--- src/x256_pkg.sv ---
// shared types, constants and the state update of the xoshiro256** generator
// used by xoshiro256ss_prng_with_jump; no dependencies
package x256_pkg;

  typedef logic [3:0][63:0] state_t;

  typedef enum logic [1:0] {
    OP_NEXT = 2'd0,
    OP_SEED = 2'd1,
    OP_JUMP = 2'd2
  } op_e;

  typedef enum logic [2:0] {
    ST_SM_ADD,
    ST_SM_MUL1,
    ST_SM_MUL2,
    ST_IDLE,
    ST_NX_MUL1,
    ST_NX_MUL2,
    ST_NX_HOLD,
    ST_JUMP
  } fsm_e;

  // splitmix64 constants
  localparam logic [63:0] SmGolden = 64'h9e3779b97f4a7c15;
  localparam logic [63:0] SmMix1   = 64'hbf58476d1ce4e5b9;
  localparam logic [63:0] SmMix2   = 64'h94d049bb133111eb;

  // scrambler multipliers
  localparam logic [63:0] ScrMul5 = 64'd5;
  localparam logic [63:0] ScrMul9 = 64'd9;

  localparam logic [7:0] JumpLastStep = 8'hff;
  localparam logic [1:0] SeedLastWord = 2'd3;

  // jump polynomials, word 0 in the low bits
  localparam logic [255:0] JumpPoly [2] = '{
    {64'h39abdc4529b1661c, 64'ha9582618e03fc9aa,
     64'hd5a61266f0c9392c, 64'h180ec6d33cfd0aba},
    {64'h39109bb02acbe635, 64'h77710069854ee241,
     64'hc5004e441c522fb3, 64'h76e15d3efefdcbbf}
  };

  // one generator step
  function automatic state_t advance(input state_t s);
    state_t r;
    logic [63:0] t;
    t    = s[1] << 17;
    r    = s;
    r[2] = s[2] ^ s[0];
    r[3] = s[3] ^ s[1];
    r[1] = s[1] ^ r[2];
    r[0] = s[0] ^ r[3];
    r[2] = r[2] ^ t;
    r[3] = {r[3][18:0], r[3][63:19]};
    return r;
  endfunction

endpackage

--- src/x256_mul.sv ---
// iterative 64x64 multiplier keeping the low 64 bits of the product
// one 32x32 partial product per cycle; no dependencies
module x256_mul (
  input  logic        clk_i,
  input  logic        rst_ni,
  input  logic        start_i,
  input  logic [63:0] a_i,
  input  logic [63:0] b_i,
  output logic        done_o,
  output logic [63:0] prod_o
);

  logic [63:0] a_q, b_q, acc_q, acc_d;
  logic [1:0]  cnt_q;
  logic        busy_q, done_q;
  logic [31:0] op_x, op_y;
  logic [63:0] pp;

  // lo*lo, then lo*hi and hi*lo shifted into the upper half
  always_comb begin
    op_x = (cnt_q == 2'd2) ? a_q[63:32] : a_q[31:0];
    op_y = (cnt_q == 2'd1) ? b_q[63:32] : b_q[31:0];
  end

  assign pp = op_x * op_y;

  always_comb begin
    if (cnt_q == 2'd0) begin
      acc_d = pp;
    end else begin
      acc_d = acc_q + {pp[31:0], 32'b0};
    end
  end

  always_ff @(posedge clk_i or negedge rst_ni) begin
    if (!rst_ni) begin
      busy_q <= 1'b0;
      done_q <= 1'b0;
      cnt_q  <= 2'd0;
    end else begin
      done_q <= busy_q && (cnt_q == 2'd2);
      if (start_i) begin
        busy_q <= 1'b1;
        cnt_q  <= 2'd0;
      end else if (busy_q) begin
        cnt_q <= cnt_q + 2'd1;
        if (cnt_q == 2'd2) begin
          busy_q <= 1'b0;
        end
      end
    end
  end

  always_ff @(posedge clk_i) begin
    if (start_i) begin
      a_q <= a_i;
      b_q <= b_i;
    end
    if (busy_q) begin
      acc_q <= acc_d;
    end
  end

  assign done_o = done_q;
  assign prod_o = acc_q;

`ifndef SYNTHESIS
  a_cnt_range: assert property (@(posedge clk_i) disable iff (!rst_ni)
    busy_q |-> (cnt_q != 2'd3))
    else $error("multiplier step count out of range");
  a_done_after_last: assert property (@(posedge clk_i) disable iff (!rst_ni)
    (busy_q && cnt_q == 2'd2 && !start_i) |=> (done_q && !busy_q))
    else $error("multiplier did not finish after its last step");
  a_done_pulse: assert property (@(posedge clk_i) disable iff (!rst_ni)
    done_q |=> !done_q)
    else $error("multiplier done held longer than one cycle");
`endif

endmodule

--- src/xoshiro256ss_prng_with_jump.sv ---
// xoshiro256** generator with splitmix64 reseed and jump-ahead
// depends on x256_pkg and x256_mul
//
//  channel  dir  tdata             tuser                         meaning
//  s_axis   in   [63:0] seed_value [1:0] opcode [2] jump_select  one command per beat
//  m_axis   out  [63:0] random_val -                             one beat per next command
//
// next: two passes through the shared 3-step multiplier (s1*5, then rotl(.,7)*9), the product
// loaded into the m_axis register; a new command is taken once the block is back in idle
// reseed: four splitmix64 draws, each an add followed by two multiplier passes
// jump: one polynomial bit and one generator step per cycle, over all bits of the selected polynomial
// after reset the block runs the seed-zero expansion with s_axis_tready low
// a full output register does not block commands; a finished next waits until the beat is taken
module xoshiro256ss_prng_with_jump (
  input  logic        clk_i,
  input  logic        rst_ni,
  input  logic        s_axis_tvalid,
  output logic        s_axis_tready,
  input  logic [63:0] s_axis_tdata,   // [63:0] seed_value
  input  logic [2:0]  s_axis_tuser,   // [1:0] opcode, [2] jump_select
  output logic        m_axis_tvalid,
  input  logic        m_axis_tready,
  output logic [63:0] m_axis_tdata    // [63:0] random_value
);

  x256_pkg::fsm_e   state_q, state_d;
  x256_pkg::state_t words_q, words_d;
  x256_pkg::state_t jacc_q, jacc_d;
  x256_pkg::state_t words_adv;
  logic [63:0]      ctr_q, ctr_d, ctr_inc;
  logic [1:0]       idx_q, idx_d;
  logic [7:0]       step_q, step_d;
  logic             sel_q, sel_d;
  logic [63:0]      out_data_q, out_data_d;
  logic             out_valid_q, out_valid_d;

  logic             in_acc;
  logic [1:0]       in_op;
  logic             out_free;
  logic             out_load;
  logic             poly_bit;

  // shared multiplier
  logic             mul_start;
  logic [63:0]      mul_a, mul_b, mul_p;
  logic             mul_done;

  x256_mul u_mul (
    .clk_i  (clk_i),
    .rst_ni (rst_ni),
    .start_i(mul_start),
    .a_i    (mul_a),
    .b_i    (mul_b),
    .done_o (mul_done),
    .prod_o (mul_p)
  );

  assign in_op     = s_axis_tuser[1:0];
  assign in_acc    = s_axis_tvalid && s_axis_tready;
  assign out_free  = !out_valid_q || m_axis_tready;
  assign ctr_inc   = ctr_q + x256_pkg::SmGolden;
  assign words_adv = x256_pkg::advance(words_q);
  assign poly_bit  = x256_pkg::JumpPoly[sel_q][step_q];

  // next state
  always_comb begin
    state_d = state_q;
    unique case (state_q)
      x256_pkg::ST_IDLE: begin
        if (in_acc) begin
          unique case (in_op)
            x256_pkg::OP_NEXT: state_d = x256_pkg::ST_NX_MUL1;
            x256_pkg::OP_SEED: state_d = x256_pkg::ST_SM_ADD;
            x256_pkg::OP_JUMP: state_d = x256_pkg::ST_JUMP;
            default:           state_d = x256_pkg::ST_IDLE;
          endcase
        end
      end
      x256_pkg::ST_SM_ADD:  state_d = x256_pkg::ST_SM_MUL1;
      x256_pkg::ST_SM_MUL1: begin
        if (mul_done) state_d = x256_pkg::ST_SM_MUL2;
      end
      x256_pkg::ST_SM_MUL2: begin
        if (mul_done) begin
          state_d = (idx_q == x256_pkg::SeedLastWord) ? x256_pkg::ST_IDLE
                                                      : x256_pkg::ST_SM_ADD;
        end
      end
      x256_pkg::ST_NX_MUL1: begin
        if (mul_done) state_d = x256_pkg::ST_NX_MUL2;
      end
      x256_pkg::ST_NX_MUL2: begin
        if (mul_done) state_d = out_free ? x256_pkg::ST_IDLE : x256_pkg::ST_NX_HOLD;
      end
      x256_pkg::ST_NX_HOLD: begin
        if (out_free) state_d = x256_pkg::ST_IDLE;
      end
      x256_pkg::ST_JUMP: begin
        if (step_q == x256_pkg::JumpLastStep) state_d = x256_pkg::ST_IDLE;
      end
      default: state_d = x256_pkg::ST_IDLE;
    endcase
  end

  // control outputs: handshake and multiplier issue
  always_comb begin
    s_axis_tready = 1'b0;
    mul_start     = 1'b0;
    mul_a         = mul_p;
    mul_b         = x256_pkg::ScrMul9;
    out_load      = 1'b0;
    unique case (state_q)
      x256_pkg::ST_IDLE: begin
        s_axis_tready = 1'b1;
        // scrambler first pass uses s1 before the state advances
        mul_start = in_acc && (in_op == x256_pkg::OP_NEXT);
        mul_a     = words_q[1];
        mul_b     = x256_pkg::ScrMul5;
      end
      x256_pkg::ST_SM_ADD: begin
        mul_start = 1'b1;
        mul_a     = ctr_inc ^ (ctr_inc >> 30);
        mul_b     = x256_pkg::SmMix1;
      end
      x256_pkg::ST_SM_MUL1: begin
        mul_start = mul_done;
        mul_a     = mul_p ^ (mul_p >> 27);
        mul_b     = x256_pkg::SmMix2;
      end
      x256_pkg::ST_NX_MUL1: begin
        mul_start = mul_done;
        mul_a     = {mul_p[56:0], mul_p[63:57]};
        mul_b     = x256_pkg::ScrMul9;
      end
      x256_pkg::ST_NX_MUL2: out_load = mul_done && out_free;
      x256_pkg::ST_NX_HOLD: out_load = out_free;
      x256_pkg::ST_SM_MUL2,
      x256_pkg::ST_JUMP: ;
      default: ;
    endcase
  end

  // datapath
  always_comb begin
    words_d     = words_q;
    jacc_d      = jacc_q;
    ctr_d       = ctr_q;
    idx_d       = idx_q;
    step_d      = step_q;
    sel_d       = sel_q;
    out_data_d  = out_load ? mul_p : out_data_q;
    out_valid_d = out_load || (out_valid_q && !m_axis_tready);
    unique case (state_q)
      x256_pkg::ST_IDLE: begin
        if (in_acc) begin
          unique case (in_op)
            x256_pkg::OP_NEXT: words_d = words_adv;
            x256_pkg::OP_SEED: begin
              ctr_d = s_axis_tdata;
              idx_d = 2'd0;
            end
            x256_pkg::OP_JUMP: begin
              jacc_d = '0;
              step_d = 8'd0;
              sel_d  = s_axis_tuser[2];
            end
            default: ;
          endcase
        end
      end
      x256_pkg::ST_SM_ADD: ctr_d = ctr_inc;
      x256_pkg::ST_SM_MUL2: begin
        if (mul_done) begin
          words_d[idx_q] = mul_p ^ (mul_p >> 31);
          idx_d          = idx_q + 2'd1;
        end
      end
      x256_pkg::ST_JUMP: begin
        // fold in the current state where the polynomial bit is set
        if (poly_bit) jacc_d = jacc_q ^ words_q;
        step_d  = step_q + 8'd1;
        words_d = (step_q == x256_pkg::JumpLastStep) ? jacc_d : words_adv;
      end
      x256_pkg::ST_SM_MUL1,
      x256_pkg::ST_NX_MUL1,
      x256_pkg::ST_NX_MUL2,
      x256_pkg::ST_NX_HOLD: ;
      default: ;
    endcase
  end

  // reset starts the seed-zero expansion
  always_ff @(posedge clk_i or negedge rst_ni) begin
    if (!rst_ni) begin
      state_q     <= x256_pkg::ST_SM_ADD;
      ctr_q       <= '0;
      idx_q       <= 2'd0;
      step_q      <= 8'd0;
      sel_q       <= 1'b0;
      jacc_q      <= '0;
      out_valid_q <= 1'b0;
    end else begin
      state_q     <= state_d;
      ctr_q       <= ctr_d;
      idx_q       <= idx_d;
      step_q      <= step_d;
      sel_q       <= sel_d;
      jacc_q      <= jacc_d;
      out_valid_q <= out_valid_d;
    end
  end

  always_ff @(posedge clk_i) begin
    words_q    <= words_d;
    out_data_q <= out_data_d;
  end

  assign m_axis_tvalid = out_valid_q;
  assign m_axis_tdata  = out_data_q;

`ifndef SYNTHESIS
  a_next_enters_scrambler: assert property (@(posedge clk_i) disable iff (!rst_ni)
    (in_acc && in_op == x256_pkg::OP_NEXT) |=> (state_q == x256_pkg::ST_NX_MUL1))
    else $error("accepted next did not start the scrambler");
  a_jump_ends: assert property (@(posedge clk_i) disable iff (!rst_ni)
    (state_q == x256_pkg::ST_JUMP && step_q == x256_pkg::JumpLastStep)
      |=> (state_q == x256_pkg::ST_IDLE && step_q == 8'd0))
    else $error("jump walk did not end after its last bit");
  a_mul_done_expected: assert property (@(posedge clk_i) disable iff (!rst_ni)
    mul_done |-> (state_q == x256_pkg::ST_SM_MUL1 || state_q == x256_pkg::ST_SM_MUL2 ||
                  state_q == x256_pkg::ST_NX_MUL1 || state_q == x256_pkg::ST_NX_MUL2))
    else $error("multiplier finished outside a waiting state");
  a_hold_means_full: assert property (@(posedge clk_i) disable iff (!rst_ni)
    (state_q == x256_pkg::ST_NX_HOLD) |-> out_valid_q)
    else $error("result held back while output register empty");
`endif

endmodule
--- config.mk ---
export PLATFORM = sky130hd
export DESIGN_NAME = xoshiro256ss_prng_with_jump
export DESIGN_NICKNAME = d
export VERILOG_FILES = /design/src/x256_pkg.sv /design/src/x256_mul.sv /design/src/xoshiro256ss_prng_with_jump.sv
export SDC_FILE = /design/constraint.sdc
export NUM_CORES = 2
export LEC_CHECK = 0
export CAP_MARGIN = 20
export CORE_ASPECT_RATIO = 0.75
export CORE_MARGIN = 2
export CORE_UTILIZATION = 50
export DETAILED_ROUTE_END_ITERATION = 10
export DONT_BUFFER_PORTS = 1
export PLACE_DENSITY = 0.75
export REMOVE_ABC_BUFFERS = 1
export SLEW_MARGIN = 5
export SYNTH_ARGS = -nofsm -noshare
export SYNTH_HDL_FRONTEND = slang
export SYNTH_SLANG_ARGS = --single-unit
--- constraint.sdc ---
create_clock -name clk_i -period 13.45 [get_ports clk_i]
set_input_delay 2.0175 -clock clk_i [delete_from_list [all_inputs] [get_ports clk_i]]
set_output_delay 2.0175 -clock clk_i [all_outputs]
set_load 0.005 [all_outputs]
==> flow_metrics.py <==
metrics = {
    "synth": {
        "synth.top_cell.area_share": 0.209,
        "muxShareOfSynthArea": 0.0299,
        "synthFlopType": "edfxtp_1",
        "synth.area.top_cells": "fa_1 21%, edfxtp_1 17%, dfrtp_1 11%",
        "synth_compound_area_frac": 0.180,
        "synth_cell_type_count": 90,
        "synth_area_leader_cell": "fa_1",
        "ys_seq_elements": 792,
        "async_flop_share": 0.428,
        "yosys.area_share.simple": 0.0949,
        "netlist_instances": 8677,
        "synth-xor-area-share": 0.0723,
        "synthAdderAreaFrac": 0.267,
        "yosys_warnings": 0,
        "synth_area_um2": 80000,
        "synth_edf_count": 453,
        "syn_area_per_cell_um2": 9.22,
        "synth_top_family_by_area": "adder cells",
        "ys_seq_area_frac": 0.276,
    },
    "final_layout": {
        "stdcell_count": 10500,
        "fin_area_um2": 84000,
        "drive_above_1_share": 0.0501,
        "final_common_cell": "inv_1",
        "fillers": 14300,
        "final_nets": 9543,
        "syn_to_final_growth_pct": 5.01,
        "final_cell_mix": "1057 x inv_1, 834 x fa_1, 788 x nand2_1",
    },
    "die": {
        "die_x_um": 466,
        "die_h_um": 350,
        "num_io_pins": 137,
        "core_area_um2": 159000,
        "fp-row-count": 127,
        "start_util": 0.502,
        "dieArea_um2": 163000,
    },
    "timing": {
        "hold_viol": 0,
        "fin_ws_ns": 1.76,
        "fin_crit_sh": 0.869,
        "drv_slew": 50,
        "setup_viol": 0,
        "fmax_ghz": 0.0855,
        "clock_skew_ns": 0.0509,
        "whs_ns": 0.494,
        "worstMarginPinSlew_ns": 1.53,
        "fin_crit_ns": 11.69,
        "relSlewSlack": -0.0226,
        "rsz0062_at_grt": "no",
    },
    "setup_path": {
        "cp.arrival_ns": 12.16,
        "slowest_delay_ns": 0.63,
        "worst-path-max-fanout": 20,
        "r2r-end": "u_mul.prod_o[63]$_DFFE_PP_",
        "crit_path_frequent_cell": "fa_1",
        "critPathSlowestCell": "ha_2",
        "r2r_start": "u_mul.cnt_q[0]$_DFFE_PN0P_",
        "cp-start-kind": "flop",
        "r2r_slack_ns": 1.76,
        "worstSetupEndpointType": "flop",
        "path_class": "reg2reg",
        "reg2reg_depth": 35,
        "required_ns": 13.92,
    },
    "drt": {
        "drc_errors": 0,
        "drt-wirelength-per-cell_um": 28.9,
        "ant_nets": 0,
        "drt-vias-per-instance": 6.46,
        "via_count": 67700,
        "first_iter_violations": 10900,
        "drtPass1Iterations": 9,
        "drt_wl_total_um": 303000,
    },
    "global_route": {
        "grt_pass1_vias": 64600,
        "grt_max_degree": 340,
        "grt_usage": 0.367,
        "grt_first_pass_wirelength_um": 443000,
        "overflow": 0,
        "antenna_found_initial": 38,
    },
    "outcome": {
        "violations": "max-slew violations",
        "status": "finished with violations",
    },
    "placement": {
        "dp.cells": 10300,
        "gp_congestion": 1.05,
        "hpwlAfterDp_um": 228000,
        "io_buffers": 0,
        "place_area_um2": 81300,
        "pre_cts_ws_ns": 2.06,
    },
    "clock_network": {
        "clk_path_buf_depth": 3,
        "cts_hold_buf": 0,
        "clkSinkCount": 792,
        "cts_tree": "done",
        "cts_root_buf": "clkbuf_16",
        "numCtsBuffers": 78,
        "clk_latency_ns": 0.73,
        "h-tree-depth": 3,
        "post_cts_resized": 0,
        "path_clk_slew_ns": 0.06,
        "postCtsSetupBuffers": 0,
    },
    "run": {
        "drv_cap": 0,
    },
    "hold_path": {
        "min_to": "jacc_q[183]$_DFFE_PN0P_",
        "min_from": "jacc_q[183]$_DFFE_PN0P_",
        "hold_depth": 1,
        "hold_path.class": "reg2reg",
    },
}
==> cells in the mapped netlist, types with 47 or more instances <==
master and number:
mux2i_1 111, nor2_1 606, o221ai_1 120, mux2_2 91
buf_1 64, buf_2 62, a31oi_1 51, nand2_1 793
o21ai_0 765, o211ai_1 75, dfrtp_1 339, nor3_1 47
xnor2_1 252, a21oi_1 649, o22ai_1 69, o31ai_1 203
ha_1 374, clkbuf_1 461, and2_1 61, edfxtp_1 453
xor2_1 404, a22oi_1 69, a21o_1 64, a221oi_1 53
and3_1 73, inv_1 1057, fa_1 834
==> flip-flops by register name, summed over array words and instances (netlist names) <==
| register | cells |
|---|---|
| sel_q | 1 |
| step_q | 8 |
| u_mul.done_o | 1 |
| u_mul.prod_o | 64 |
| u_mul.cnt_q | 2 |
| m_axis_tvalid | 1 |
| idx_q | 2 |
| jacc_q | 256 |
| ctr_q | 64 |
| u_mul.a_q | 64 |
| u_mul.busy_q | 1 |
| state_q | 3 |
| words_q | 256 |
| m_axis_tdata | 64 |
| u_mul.b_q | 5 |
==> worst max path at each step <==
stage               slack [ns]                          to                        from
finish                    1.76  u_mul.prod_o[63]$_DFFE_PP_  u_mul.cnt_q[0]$_DFFE_PN0P_
global route              1.27  u_mul.prod_o[63]$_DFFE_PP_  u_mul.cnt_q[0]$_DFFE_PN0P_
CTS                       2.00  u_mul.prod_o[63]$_DFFE_PP_  u_mul.cnt_q[0]$_DFFE_PN0P_
detailed placement        2.06  u_mul.prod_o[63]$_DFFE_PP_  u_mul.cnt_q[0]$_DFFE_PN0P_
global placement          2.26  u_mul.prod_o[63]$_DFFE_PP_  u_mul.cnt_q[0]$_DFFE_PN0P_
floorplan                -5.92      words_q[127]$_DFFE_PP_      state_q[2]$_DFFE_PN0P_
==> area by class of cell <==
type,count,area [µm²],share of cell area
diodes,22,55.1,0.000655
inverters,1060,3980,0.0474
clock buffers,97,2080,0.0248
clock inverters,48,537,0.00639
well taps,2128,2660,0.0317
multi-input cells,6230,51800,0.616
flip-flops and latches,792,22100,0.263
repair buffers,102,811,0.00965
==> critical path, delay by kind of cell, from the launching register on <==
family / cells / cell delay (ns)
AOI/OAI and AO/OA: 9 / 2.53
xor gates and xnor gates: 2 / 0.45
adders and majority gates: 11 / 4.94
buffers and inverters: 4 / 0.57
DFF: 1 / 0.43
muxes: 2 / 0.70
and+or+nand+nor: 7 / 1.77
==> per-layer routing <==
metal,part of all wire,wire [µm],global-route usage,up-vias
li1,-,-,-,28700
met1,0.41,124000,0.539,33600
met2,0.39,118000,0.482,4658
met3,0.16,47800,0.148,694
met4,0.041,12300,0.125,46
met5,0.0014,435,0.00670,-
==> cell families (layout without fill, tap and decap cells) <==
logic type	after synthesis	count (layout)
AOI/OAI and AO/OA	2364	2364
xor gates and xnor gates	658	658
adders and majority gates	1208	1208
buffers and inverters	1655	1307
DFF	792	792
muxes	220	220
other	0	22
and+or+nand+nor	1780	1780
==> through the flow <==
stage	setup TNS [ns]	utilization
floorplan	-1995.64	-
global placement	0	0.510
detailed placement	0	0.510
CTS	0	0.526
global route	0	0.527
finish	0	0.527
Power is left out: the tool's default activity adds up to more than one toggle a clock period on the data nets, which glitch-free logic cannot reach.
